`src/hdl/acpu_pkg.sv`:
```
// Shared types and constants for the accumulator machine execute block.
// Opcodes, fault codes, beat payloads and controller/datapath command structs.
// No dependencies.
package acpu_pkg;

    localparam int unsigned WORD_BITS_DEF = 16;

    localparam int unsigned OP_BITS   = 4;
    localparam int unsigned PORT_BITS = 16;
    localparam int unsigned RSEL_BITS = 8;
    localparam int unsigned FLAG_BITS = 4;
    localparam int unsigned CHAR_BITS = 8;

    localparam int unsigned FLAG_ZERO_BIT  = 1;
    localparam int unsigned FLAG_CARRY_BIT = 2;
    localparam int unsigned FLAG_DIVZ_BIT  = 3;

    // PC advance per instruction length
    localparam int unsigned PC_STEP_ONE   = 1;
    localparam int unsigned PC_STEP_THREE = 3;
    localparam int unsigned PC_STEP_FOUR  = 4;

    localparam logic [RSEL_BITS-1:0] RSEL_A = 8'd1;
    localparam logic [RSEL_BITS-1:0] RSEL_B = 8'd2;
    localparam logic [RSEL_BITS-1:0] RSEL_C = 8'd3;
    localparam logic [RSEL_BITS-1:0] RSEL_D = 8'd4;

    typedef enum logic [OP_BITS-1:0] {
        OP_LDA  = 4'd0,
        OP_LDB  = 4'd1,
        OP_ADD  = 4'd2,
        OP_SUB  = 4'd3,
        OP_OUTV = 4'd4,
        OP_STA  = 4'd5,
        OP_LDM  = 4'd6,
        OP_JEZ  = 4'd7,
        OP_JNZ  = 4'd8,
        OP_MUL  = 4'd9,
        OP_DIV  = 4'd10,
        OP_INP  = 4'd11,
        OP_LD   = 4'd12,
        OP_HLT  = 4'd13
    } t_op;

    typedef enum logic [1:0] {
        FAULT_NONE = 2'd0,
        FAULT_REG  = 2'd1,
        FAULT_OP   = 2'd2
    } t_fault;

    typedef enum logic [1:0] {
        ST_IDLE,
        ST_EXEC,
        ST_DIV,
        ST_WB
    } t_state;

    typedef struct packed {
        logic [OP_BITS-1:0]   req_type;
        logic [PORT_BITS-1:0] operand_word;
        logic [RSEL_BITS-1:0] reg_select;
        logic [PORT_BITS-1:0] mem_word;
        logic [PORT_BITS-1:0] console_value;
    } t_req_beat;

    typedef struct packed {
        logic [PORT_BITS-1:0] next_pc;
        logic [PORT_BITS-1:0] reg_a_out;
        logic [PORT_BITS-1:0] reg_b_out;
        logic [FLAG_BITS-1:0] flag_bits;
        logic                 write_enable;
        logic [PORT_BITS-1:0] write_address;
        logic [PORT_BITS-1:0] write_data;
        logic                 char_valid;
        logic [CHAR_BITS-1:0] char_out;
        logic                 halted;
        logic [1:0]           fault_code;
    } t_rsp_beat;

    typedef struct packed {
        logic capture;   // latch the accepted beat
        logic prep;      // register product, seed divider
        logic div_step;  // one quotient bit
        logic commit;    // update machine state and load the result register
    } t_cmd;

    typedef struct packed {
        logic div_needed;
        logic div_last;
        logic out_free;
    } t_sts;

endpackage

```
`src/hdl/acpu_if.sv`:
```
// Valid/ready channel interfaces for instruction beats and result beats.
// Depends on acpu_pkg for the payload structs.
interface acpu_req_if import acpu_pkg::*; ();
    logic      valid;
    logic      ready;
    t_req_beat payload;

    modport source (output valid, output payload, input ready);
    modport sink   (input valid, input payload, output ready);
endinterface

interface acpu_rsp_if import acpu_pkg::*; ();
    logic      valid;
    logic      ready;
    t_rsp_beat payload;

    modport source (output valid, output payload, input ready);
    modport sink   (input valid, input payload, output ready);
endinterface

```
`src/hdl/acpu_ctrl.sv`:
```
// Sequencer for the execute block: accept, prepare, divide loop, write back.
// Depends on acpu_pkg for state, command and status types.
module acpu_ctrl import acpu_pkg::*; (
    input  logic i_clk,
    input  logic i_rst_n,
    input  logic i_valid,
    output logic o_ready,
    input  t_sts i_sts,
    output t_cmd o_cmd
);

    t_state r_state;
    t_state n_state;

    always_ff @(posedge i_clk) begin
        if (!i_rst_n) begin
            r_state <= ST_IDLE;
        end else begin
            r_state <= n_state;
        end
    end

    always_comb begin
        n_state = r_state;
        o_ready = 1'b0;
        o_cmd   = '0;
        unique case (r_state)
            ST_IDLE: begin
                o_ready = 1'b1;
                if (i_valid) begin
                    o_cmd.capture = 1'b1;
                    n_state       = ST_EXEC;
                end
            end
            ST_EXEC: begin
                o_cmd.prep = 1'b1;
                n_state    = i_sts.div_needed ? ST_DIV : ST_WB;
            end
            ST_DIV: begin
                o_cmd.div_step = 1'b1;
                if (i_sts.div_last) begin
                    n_state = ST_WB;
                end
            end
            ST_WB: begin
                // hold until the result register can take the beat
                if (i_sts.out_free) begin
                    o_cmd.commit = 1'b1;
                    n_state      = ST_IDLE;
                end
            end
            default: n_state = ST_IDLE;
        endcase
    end

endmodule

```
`src/hdl/acpu_dpath.sv`:
```
// Datapath: machine registers, multiplier stage, restoring divider, result register.
// Depends on acpu_pkg; driven by acpu_ctrl through t_cmd / t_sts.
module acpu_dpath import acpu_pkg::*; #(
    parameter int unsigned WORD_BITS = WORD_BITS_DEF
) (
    input  logic      i_clk,
    input  logic      i_rst_n,
    input  t_req_beat i_req,
    input  t_cmd      i_cmd,
    output t_sts      o_sts,
    input  logic      i_rsp_ready,
    output logic      o_rsp_valid,
    output t_rsp_beat o_rsp
);

    localparam int unsigned CNT_W = $clog2(WORD_BITS);

    // machine state
    logic [WORD_BITS-1:0] r_pc, r_a, r_b, r_c, r_d;
    logic [FLAG_BITS-1:0] r_flags;
    logic                 r_stopped;

    // latched instruction beat
    logic [OP_BITS-1:0]   r_op;
    logic [WORD_BITS-1:0] r_opnd;
    logic [RSEL_BITS-1:0] r_rsel;
    logic [WORD_BITS-1:0] r_mem;
    logic [WORD_BITS-1:0] r_cons;

    logic [2*WORD_BITS-1:0] r_prod;

    logic [WORD_BITS-1:0] r_rem, r_quo;
    logic [CNT_W-1:0]     r_cnt;
    logic [WORD_BITS:0]   w_trial_src;
    logic [WORD_BITS:0]   w_trial;

    logic      r_out_valid;
    t_rsp_beat r_out;

    logic [WORD_BITS-1:0] n_pc, n_a, n_b, n_c, n_d;
    logic [FLAG_BITS-1:0] n_flags;
    logic                 n_stopped;
    logic                 w_we, w_cv;
    logic [WORD_BITS-1:0] w_waddr, w_wdata;
    logic [CHAR_BITS-1:0] w_ch;
    t_fault               w_fault;
    logic [WORD_BITS:0]   w_sum;
    logic [WORD_BITS-1:0] w_diff;
    logic [WORD_BITS-1:0] w_pc1, w_pc3, w_pc4;

    always_ff @(posedge i_clk) begin
        if (i_cmd.capture) begin
            r_op   <= i_req.req_type;
            r_opnd <= WORD_BITS'(i_req.operand_word);
            r_rsel <= i_req.reg_select;
            r_mem  <= WORD_BITS'(i_req.mem_word);
            r_cons <= WORD_BITS'(i_req.console_value);
        end
        if (i_cmd.prep) begin
            r_prod <= (2*WORD_BITS)'(r_a) * (2*WORD_BITS)'(r_b);
        end
    end

    // restoring divide, one quotient bit a cycle, dividend shifts out of r_quo
    assign w_trial_src = {r_rem, r_quo[WORD_BITS-1]};
    assign w_trial     = w_trial_src - {1'b0, r_b};

    always_ff @(posedge i_clk) begin
        if (i_cmd.prep) begin
            r_rem <= '0;
            r_quo <= r_a;
            r_cnt <= '0;
        end else if (i_cmd.div_step) begin
            r_cnt <= r_cnt + CNT_W'(1);
            if (!w_trial[WORD_BITS]) begin
                r_rem <= w_trial[WORD_BITS-1:0];
                r_quo <= {r_quo[WORD_BITS-2:0], 1'b1};
            end else begin
                r_rem <= w_trial_src[WORD_BITS-1:0];
                r_quo <= {r_quo[WORD_BITS-2:0], 1'b0};
            end
        end
    end

    assign o_sts.div_needed = !r_stopped && (t_op'(r_op) == OP_DIV) && (r_b != '0);
    assign o_sts.div_last   = (r_cnt == CNT_W'(WORD_BITS - 1));
    assign o_sts.out_free   = !r_out_valid || i_rsp_ready;

    assign w_sum  = {1'b0, r_a} + {1'b0, r_b};
    assign w_diff = r_a - r_b;
    assign w_pc1  = r_pc + WORD_BITS'(PC_STEP_ONE);
    assign w_pc3  = r_pc + WORD_BITS'(PC_STEP_THREE);
    assign w_pc4  = r_pc + WORD_BITS'(PC_STEP_FOUR);

    always_comb begin
        n_pc      = r_pc;
        n_a       = r_a;
        n_b       = r_b;
        n_c       = r_c;
        n_d       = r_d;
        n_flags   = r_flags;
        n_stopped = r_stopped;
        w_we      = 1'b0;
        w_waddr   = '0;
        w_wdata   = '0;
        w_cv      = 1'b0;
        w_ch      = '0;
        w_fault   = FAULT_NONE;
        if (!r_stopped) begin
            unique case (t_op'(r_op))
                OP_LDA: begin
                    n_a  = r_opnd;
                    n_pc = w_pc3;
                end
                OP_LDB: begin
                    n_b  = r_opnd;
                    n_pc = w_pc3;
                end
                OP_ADD: begin
                    n_a                     = w_sum[WORD_BITS-1:0];
                    n_flags[FLAG_ZERO_BIT]  = (w_sum[WORD_BITS-1:0] == '0);
                    n_flags[FLAG_CARRY_BIT] = w_sum[WORD_BITS];
                    n_pc                    = w_pc1;
                end
                OP_SUB: begin
                    n_a                     = w_diff;
                    n_flags[FLAG_ZERO_BIT]  = (w_diff == '0);
                    n_flags[FLAG_CARRY_BIT] = (r_a < r_b);
                    n_pc                    = w_pc1;
                end
                OP_OUTV: begin
                    w_cv = 1'b1;
                    w_ch = r_mem[CHAR_BITS-1:0];
                    n_pc = w_pc3;
                end
                OP_STA: begin
                    w_we    = 1'b1;
                    w_waddr = r_opnd;
                    w_wdata = r_a;
                    n_pc    = w_pc3;
                end
                OP_LDM: begin
                    n_a  = r_mem;
                    n_pc = w_pc3;
                end
                OP_JEZ: begin
                    n_pc = r_flags[FLAG_ZERO_BIT] ? r_opnd : w_pc3;
                end
                OP_JNZ: begin
                    n_pc = r_flags[FLAG_ZERO_BIT] ? w_pc3 : r_opnd;
                end
                OP_MUL: begin
                    n_a                     = r_prod[WORD_BITS-1:0];
                    n_flags[FLAG_ZERO_BIT]  = (r_prod[WORD_BITS-1:0] == '0);
                    n_flags[FLAG_CARRY_BIT] = |r_prod[2*WORD_BITS-1:WORD_BITS];
                    n_pc                    = w_pc1;
                end
                OP_DIV: begin
                    if (r_b == '0) begin
                        n_flags[FLAG_DIVZ_BIT] = 1'b1;
                    end else begin
                        n_flags[FLAG_DIVZ_BIT] = 1'b0;
                        n_a                    = r_quo;
                        n_flags[FLAG_ZERO_BIT] = (r_quo == '0);
                    end
                    n_pc = w_pc1;
                end
                OP_INP: begin
                    w_we    = 1'b1;
                    w_waddr = r_opnd;
                    w_wdata = r_cons;
                    n_pc    = w_pc3;
                end
                OP_LD: begin
                    case (r_rsel)
                        RSEL_A:  n_a = r_mem;
                        RSEL_B:  n_b = r_mem;
                        RSEL_C:  n_c = r_mem;
                        RSEL_D:  n_d = r_mem;
                        default: w_fault = FAULT_REG;
                    endcase
                    n_pc = w_pc4;
                end
                OP_HLT: begin
                    n_stopped = 1'b1;
                end
                default: begin
                    n_stopped = 1'b1;
                    w_fault   = FAULT_OP;
                end
            endcase
        end
    end

    always_ff @(posedge i_clk) begin
        if (!i_rst_n) begin
            r_pc      <= '0;
            r_a       <= '0;
            r_b       <= '0;
            r_c       <= '0;
            r_d       <= '0;
            r_flags   <= '0;
            r_stopped <= 1'b0;
        end else if (i_cmd.commit) begin
            r_pc      <= n_pc;
            r_a       <= n_a;
            r_b       <= n_b;
            r_c       <= n_c;
            r_d       <= n_d;
            r_flags   <= n_flags;
            r_stopped <= n_stopped;
        end
    end

    always_ff @(posedge i_clk) begin
        if (!i_rst_n) begin
            r_out_valid <= 1'b0;
        end else if (i_cmd.commit) begin
            r_out_valid <= 1'b1;
        end else if (i_rsp_ready) begin
            r_out_valid <= 1'b0;
        end
    end

    always_ff @(posedge i_clk) begin
        if (i_cmd.commit) begin
            r_out.next_pc       <= PORT_BITS'(n_pc);
            r_out.reg_a_out     <= PORT_BITS'(n_a);
            r_out.reg_b_out     <= PORT_BITS'(n_b);
            r_out.flag_bits     <= n_flags;
            r_out.write_enable  <= w_we;
            r_out.write_address <= PORT_BITS'(w_waddr);
            r_out.write_data    <= PORT_BITS'(w_wdata);
            r_out.char_valid    <= w_cv;
            r_out.char_out      <= w_ch;
            r_out.halted        <= n_stopped;
            r_out.fault_code    <= w_fault;
        end
    end

    assign o_rsp_valid = r_out_valid;
    assign o_rsp       = r_out;

endmodule

```
`src/hdl/accumulator_cpu_execute_top.sv`:
```
// Top level of the accumulator machine execute block.
// Depends on acpu_pkg, acpu_if, acpu_ctrl and acpu_dpath.
//
//   channel  dir  beat        handshake
//   i_req    in   t_req_beat  valid/ready, one instruction per beat
//   o_rsp    out  t_rsp_beat  valid/ready, one result per instruction
//
// An instruction passes through accept, prepare and write back; DIV with a
// nonzero divisor also runs the bit-serial divider before write back.
// Reset clears PC, A to D, flags and the halted mark, and empties the result register.
// A stalled result holds in its register; the next instruction is still taken and
// waits in write back only while that register is full.
module accumulator_cpu_execute_top import acpu_pkg::*; #(
    parameter int unsigned WORD_BITS = WORD_BITS_DEF
) (
    input logic        i_clk,
    input logic        i_rst_n,
    acpu_req_if.sink   i_req,
    acpu_rsp_if.source o_rsp
);

    t_cmd w_cmd;
    t_sts w_sts;
    logic w_ready;

    acpu_ctrl u_ctrl (
        .i_clk   (i_clk),
        .i_rst_n (i_rst_n),
        .i_valid (i_req.valid),
        .o_ready (w_ready),
        .i_sts   (w_sts),
        .o_cmd   (w_cmd)
    );

    acpu_dpath #(
        .WORD_BITS (WORD_BITS)
    ) u_dpath (
        .i_clk       (i_clk),
        .i_rst_n     (i_rst_n),
        .i_req       (i_req.payload),
        .i_cmd       (w_cmd),
        .o_sts       (w_sts),
        .i_rsp_ready (o_rsp.ready),
        .o_rsp_valid (o_rsp.valid),
        .o_rsp       (o_rsp.payload)
    );

    assign i_req.ready = w_ready;

endmodule

```
`src/flat_wrapper.sv`:
```
// flat-port wrapper written by rule: the top's interface ports become plain ports
module accumulator_cpu_execute_top_flat import acpu_pkg::*;
#(
    parameter int unsigned WORD_BITS = WORD_BITS_DEF
)
  (i_clk, i_rst_n, i_req_valid, i_req_payload, i_req_ready, o_rsp_valid, o_rsp_payload, o_rsp_ready);
  acpu_req_if i_req_i ();
  acpu_rsp_if o_rsp_i ();
  input logic i_clk;
  input logic i_rst_n;
  input wire logic [$bits(i_req_i.valid)-1:0] i_req_valid;
  input wire logic [$bits(i_req_i.payload)-1:0] i_req_payload;
  output wire logic [$bits(i_req_i.ready)-1:0] i_req_ready;
  output wire logic [$bits(o_rsp_i.valid)-1:0] o_rsp_valid;
  output wire logic [$bits(o_rsp_i.payload)-1:0] o_rsp_payload;
  input wire logic [$bits(o_rsp_i.ready)-1:0] o_rsp_ready;
  assign i_req_i.valid = i_req_valid;
  assign i_req_i.payload = i_req_payload;
  assign i_req_ready = i_req_i.ready;
  assign o_rsp_valid = o_rsp_i.valid;
  assign o_rsp_payload = o_rsp_i.payload;
  assign o_rsp_i.ready = o_rsp_ready;
  accumulator_cpu_execute_top #(.WORD_BITS(WORD_BITS)) u_core (.i_clk(i_clk), .i_rst_n(i_rst_n), .i_req(i_req_i), .o_rsp(o_rsp_i));
endmodule
```
`config.mk`:
```
export PLATFORM = sky130hd
export DESIGN_NAME = accumulator_cpu_execute_top_flat
export DESIGN_NICKNAME = d
export VERILOG_FILES = /design/src/hdl/acpu_pkg.sv /design/src/hdl/acpu_if.sv /design/src/hdl/acpu_ctrl.sv /design/src/hdl/acpu_dpath.sv /design/src/hdl/accumulator_cpu_execute_top.sv /design/src/flat_wrapper.sv
export SDC_FILE = /design/constraint.sdc
export NUM_CORES = 1
export LEC_CHECK = 0
export BUFFER_PORTS_ARGS = -buffer_cell sky130_fd_sc_hd__buf_2
export CAP_MARGIN = 20
export CORE_MARGIN = 3
export CORE_UTILIZATION = 50
export DETAILED_ROUTE_END_ITERATION = 16
export PLACE_DENSITY = 0.65
export SETUP_SLACK_MARGIN = 0.1
export SYNTH_ARGS = -nofsm -noshare
export SYNTH_HDL_FRONTEND = slang
export SYNTH_SLANG_ARGS = --single-unit
```
`constraint.sdc`:
```
create_clock -name i_clk -period 10.92 [get_ports i_clk]
set_input_delay 2.184 -clock i_clk [delete_from_list [all_inputs] [get_ports i_clk]]
set_output_delay 2.184 -clock i_clk [all_outputs]
set_load 0.005 [all_outputs]
```
# Yosys cells after proc, flatten, opt, wreduce, memory -nomap -nowiden
# Cells that the tools add are included.
[classes] n_addsub=7 mul=1 order_cmp=1 n_eq_ne=24 muxes=42 bitwise=2 reduce_logical=25
[op_table] cell="$mux W16" n=11
[op_table] cell="$pmux W16 S7" n=1
[op_table] cell="$logic_not A16 Y1" n=5
[op_table] cell="$pmux W16 S5" n=1
[op_table] cell="$pmux W16 S2" n=2
[op_table] cell="$mul A16 B16 Y32" n=1
[op_table] cell="$eq A4 B4 Y1 const B" n=7
[op_table] cell="$reduce_or A13 Y1" n=2
[op_table] cell="$mux W1" n=19
[op_table] cell="$add A16 B16 Y17" n=1
[op_table] cell="$sub A17 B16 Y17" n=1
[op_table] cell="$add A16 B1 Y16 const B" n=1
[op_table] cell="$add A16 B2 Y16 const B" n=1
[op_table] cell="$add A16 B3 Y16 const B" n=1
[op_table] cell="$eq A4 B3 Y1 const B" n=4
[op_table] cell="$eq A8 B2 Y1 const B" n=2
[op_table] cell="$lt A16 B16 Y1" n=1
[op_table] cell="$reduce_bool A16 Y1" n=1
[op_table] cell="$reduce_or A16 Y1" n=1
[op_table] cell="$sub A16 B16 Y16" n=1
[op_table] cell="$eq A4 B2 Y1 const B" n=2
[op_table] cell="$eq A8 B1 Y1 const B" n=1
[op_table] cell="$eq A8 B3 Y1 const B" n=1
[op_table] cell="$pmux W2 S4" n=1
[op_table] cell="21 further kinds" n=33
[word_totals] reg_bits=279 inputBits=64 wordCells=129

# Logic depth before layout (Yosys ltp)
[depth] depth_word=5 mapped_depth=24 ltp_nobuf=22

# By module
# Synthesis repeated with hierarchy kept, for this count alone.
[hier_totals] hier_cells=2377 hier_area_um2=23304.9
[modules_own_cells] mod="acpu_dpath" instances=1 cells_each=2352 area_per_inst_um2=23090.9 seq_area_each_um2=7587.3
[modules_own_cells] mod="acpu_ctrl" instances=1 cells_each=25 area_per_inst_um2=214.0 seq_area_each_um2=40.0

# Worst setup path before layout
# Ideal clock, no wire load.
[synth_path] kind="register to register" start="reg u_core.u_dpath.r_b[1]" end="reg u_core.u_dpath.r_prod[29], data pin" arrival_time_ns=5.962 path_slack_ns=4.699 path_stages_with_launch=21 path_buffers=2 synth_period_minus_slack_ns=6.221 cell_sequence="dfxtp_1 clkbuf_1 clkbuf_1 nand2_1 fa_1 fa_1 fa_1 inv_1 fa_1 fa_1 inv_1 fa_1 inv_1 ha_1 nand3_1 a211oi_1 a211oi_1 or4_1 a31oi_1 o21ai_1 xnor2_1"
[synth_between] elab_chain_cells=1
[synth_rtl] item="start, declared" line_no="acpu_dpath.sv:19" text="logic [WORD_BITS-1:0] r_pc, r_a, r_b, r_c, r_d;"
[synth_rtl] item="start signal, assigned" line_no="acpu_dpath.sv:207" text="r_b <= n_b;"
[synth_rtl] item="$mul A16 B16 Y32" line_no="acpu_dpath.sv:60" text="r_prod <= (2*WORD_BITS)'(r_a) * (2*WORD_BITS)'(r_b);"
[synth_rtl] item="end signal, assigned" line_no="acpu_dpath.sv:60"
[synth_rtl] item="end, declared" line_no="acpu_dpath.sv:30" text="logic [2*WORD_BITS-1:0] r_prod;"
# Every way passes these cells.
# A chain may end at the register's enable or synchronous reset.

# Final worst setup path
[layout_path] start="reg u_core.u_dpath.r_b[7]" end="reg u_core.u_dpath.r_prod[30], data pin"
# Same word-level chain as after synthesis.

==> flow_summary.ini <==
[cts]
clkTransAtPathRegs_ns = 0.06
cts-buffers-inserted = 31
clock_latency_ns = 0.60
postCtsHoldBufs = 0
tritoncts = done
postCtsSetupRepairBufs = 0
post_cts_resized = 0
cts_buffer_depth = 3
htree_levels = 1
clock_sinks = 279
cts-root-buf = clkbuf_16

[final_layout]
nets = 2944
fillers = 4097
diodes = 0
post_route_cells_drive_above_1_share = 0.129
stdcell_count = 3154
area_delta_synth_final_pct = 9.65

[synthesis]
synth.top_cell.area_share = 0.259
syn_nets = 2853
syn_area_per_cell_um2 = 9.71
synthArstFlopShare = 0
synth-seq-cells = 279
synth_cells = 2432
synth_enable_flop_cells = 204
ys_seq_area_frac = 0.323
synth_area_leaders = edfxtp_1, fa_1, ha_1
synth_top_flop_cell = edfxtp_1
synth.distinct_cells = 106
netlist_area_um2 = 23600
yosysWarnings = 0
synth_top_area_cell = edfxtp_1

[power_and_ir_drop]
powerDensity_nw_per_um2 = 180
cellLeakagePower_nw = 11.2
p_sw_w = 0.00186
ir_drop_uv = 160
seqPwrFrac = 0.360
p_clk_frac = 0.233
internal-power_w = 0.00279
switching_share = 0.400
comb_power_share = 0.407

[sta]
fin_setup_tns_ns = 0
fin_crit_sh = 0.659
finalSetupViolCount = 0
worst_pin_slew_ns = 1.08
fin_crit_ns = 7.20
whs_ns = 0.460
grt_setup_unrepaired = no
hold_viol = 0
fmax_mhz = 139
fin_worst_skew_ns = 0.0400
slew_violations = 0
relSlewSlack = 0.276

[critical_path]
r2r_cells = 22
r2r_setup_slack_ns = 3.72
end_kind = flop
worst-setup-path-type = flop to flop
path_max_fanout = 19
cp-start-kind = flop
crit_required_ns = 11.38
cp.arrival_ns = 7.65

[grt]
grt_pass1_wl_um = 111000
grt_pass1_vias = 18750
overflow = 0
grt_max_degree = 96
gr-usage-all-layers = 0.284
grt_antenna_before_repair = 1

[routing]
wl_met2_um = 32800
vias = 18888
highest_layer = met4
drtAntennaViolNets = 0
wl_met3_um = 5090
drc = 0
first_iter_violations = 1671
wl_per_cell_um = 22.4
wl_um = 70700
wl_met1_um = 30100
viasPerCell = 5.99
dr.pass1.iters = 7

[place]
io_buffer_count = 161
dpl.cell_count = 3095
globalplace.congestion = 0.964
place_hpwl_um = 52800

[outcome]
outcome = completed

[floorplan]
die_area_um2 = 49900
core_um2 = 46700
rows = 79
start_util = 0.506
ioPinCount = 163
die_h_um = 223
die-width_um = 223

[worst_hold_path]
min_path_type = flop to flop
holdPathStages = 2

[job]
maxCapViolations = 0
-- registers in the layout, indices dropped and copies added, names as in the netlist --
name and cells:
u_core.u_dpath.r_mem 16, u_core.u_dpath.r_opnd 16, u_core.u_dpath.o_rsp 96, u_core.u_dpath.r_a 16, u_core.u_dpath.r_flags 3, u_core.u_dpath.r_stopped 1
u_core.u_dpath.r_cons 16, u_core.u_dpath.o_rsp_valid 1, u_core.u_dpath.r_quo 16, u_core.u_dpath.r_op 4, u_core.u_dpath.r_b 16, u_core.u_dpath.r_pc 16
u_core.u_dpath.r_rsel 8, u_core.u_dpath.r_cnt 4, u_core.u_dpath.r_rem 16, u_core.u_ctrl.r_state 2, u_core.u_dpath.r_prod 32
-- cells in the mapped netlist, types with 13 or more instances --
| cell | instances |
|---|---|
| nor4_1 | 31 |
| a211oi_1 | 23 |
| edfxtp_1 | 204 |
| nor2_1 | 156 |
| a22oi_1 | 47 |
| nor3_1 | 34 |
| o21a_1 | 17 |
| a21o_1 | 17 |
| nand2b_1 | 19 |
| clkbuf_1 | 110 |
| mux2i_1 | 36 |
| and2_1 | 129 |
| ha_1 | 160 |
| dfxtp_1 | 75 |
| o211ai_1 | 14 |
| o21ai_0 | 68 |
| fa_1 | 197 |
| a31oi_1 | 15 |
| nand3_1 | 37 |
| nor2b_1 | 17 |
| a21oi_1 | 106 |
| a311oi_1 | 22 |
| nor3b_1 | 13 |
| buf_2 | 15 |
| mux2_2 | 21 |
| inv_1 | 287 |
| and3_1 | 15 |
| nand2_1 | 265 |
| xor2_1 | 17 |
| xnor2_1 | 41 |
-- routing by layer --
layer | global-route usage | vias up
li1 | - | 8550
met1 | 0.391 | 9380
met2 | 0.463 | 796
met3 | 0.0378 | 162
met4 | 0.102 | 0
met5 | 0 | -
-- layout make-up --
| cell class | count | area, um^2 | area share |
|---|---|---|---|
| flip-flops and latches | 279 | 7630 | 0.294 |
| clock buffers | 42 | 910 | 0.0351 |
| clock inverters | 15 | 139 | 0.00536 |
| repair buffers | 203 | 1120 | 0.0433 |
| inverters | 290 | 1090 | 0.0422 |
| multi-input cells | 1718 | 14200 | 0.550 |
| well taps | 607 | 759 | 0.0293 |
-- power groups by stage --
stage	logic [W]	clock network [W]	registers, W
after floorplan	0.00144	0	0.00156
after global placement	0.00184	0	0.00168
after detailed placement	0.00187	0	0.00168
after CTS	0.00188	0.00110	0.00166
after global routing	0.00206	0.00114	0.00169
final	0.00189	0.00108	0.00167
-- worst max-delay path, cell delays in order, from the launching register on --
cell       delay, ns
dfxtp_1         0.71
ha_1            0.35
inv_1           0.10
fa_1            0.54
inv_1           0.05
fa_1            0.50
inv_1           0.06
fa_1            0.54
inv_1           0.07
fa_1            0.44
fa_1            0.51
inv_1           0.05
fa_1            0.48
inv_1           0.04
ha_1            0.32
nand3_1         0.12
a211oi_1        0.36
nor2_1          0.10
a2111oi_0       0.92
o21ai_1         0.26
a21o_1          0.24
a211o_1         0.25
nand3_1         0.08
-- cell families after synthesis --
kind of cell | after synthesis | synth area share
simple gates | 776 | 0.163
compound gates | 468 | 0.140
buf+inv | 435 | 0.0752
fa+ha+maj | 357 | 0.252
flops | 279 | 0.323
xor+xnor | 58 | 0.0215
mux | 58 | 0.0257
other cells | 1 | 0.000159
-- worst paths after layout --
| check | start | end |
|---|---|---|
| worst min register to register | u_core.u_dpath.r_flags[3] | u_core.u_dpath.r_flags[3] |
| worst min-delay path | u_core.u_dpath.r_flags[3] | u_core.u_dpath.r_flags[3] |
| worst max-delay path | u_core.u_dpath.r_b[7] | u_core.u_dpath.r_prod[30] |
| worst max register to register | u_core.u_dpath.r_b[7] | u_core.u_dpath.r_prod[30] |
-- cells in the final DEF (no fill, tap or decap), drive strengths merged, types with 18 or more instances in the layout --
cell      n
and2    131
a22oi    47
edfxtp  204
nand2   265
clkbuf   42
ha      160
dfxtp    75
nand3    37
mux2     22
nor4     34
xnor2    41
fa      197
nor3     34
buf     203
a211oi   23
a311oi   22
a21o     18
inv     293
o21ai    79
nor2b    18
a21oi   108
mux2i    36
nand2b   19
nor2    158
-- metrics by stage --
| stage | utilization | instance area (um^2) | total power, W | setup WS (ns) |
|---|---|---|---|---|
| floorplan | - | 23600 | 0.00300 | 4.70 |
| global placement | 0.532 | 24800 | 0.00352 | 3.83 |
| detailed placement | 0.532 | 24800 | 0.00355 | 3.69 |
| CTS | 0.555 | 25900 | 0.00464 | 3.66 |
| global route | 0.555 | 25900 | 0.00489 | 3.21 |
| finish | 0.555 | 25900 | 0.00465 | 3.72 |
(Power assumes the default switching activity.)
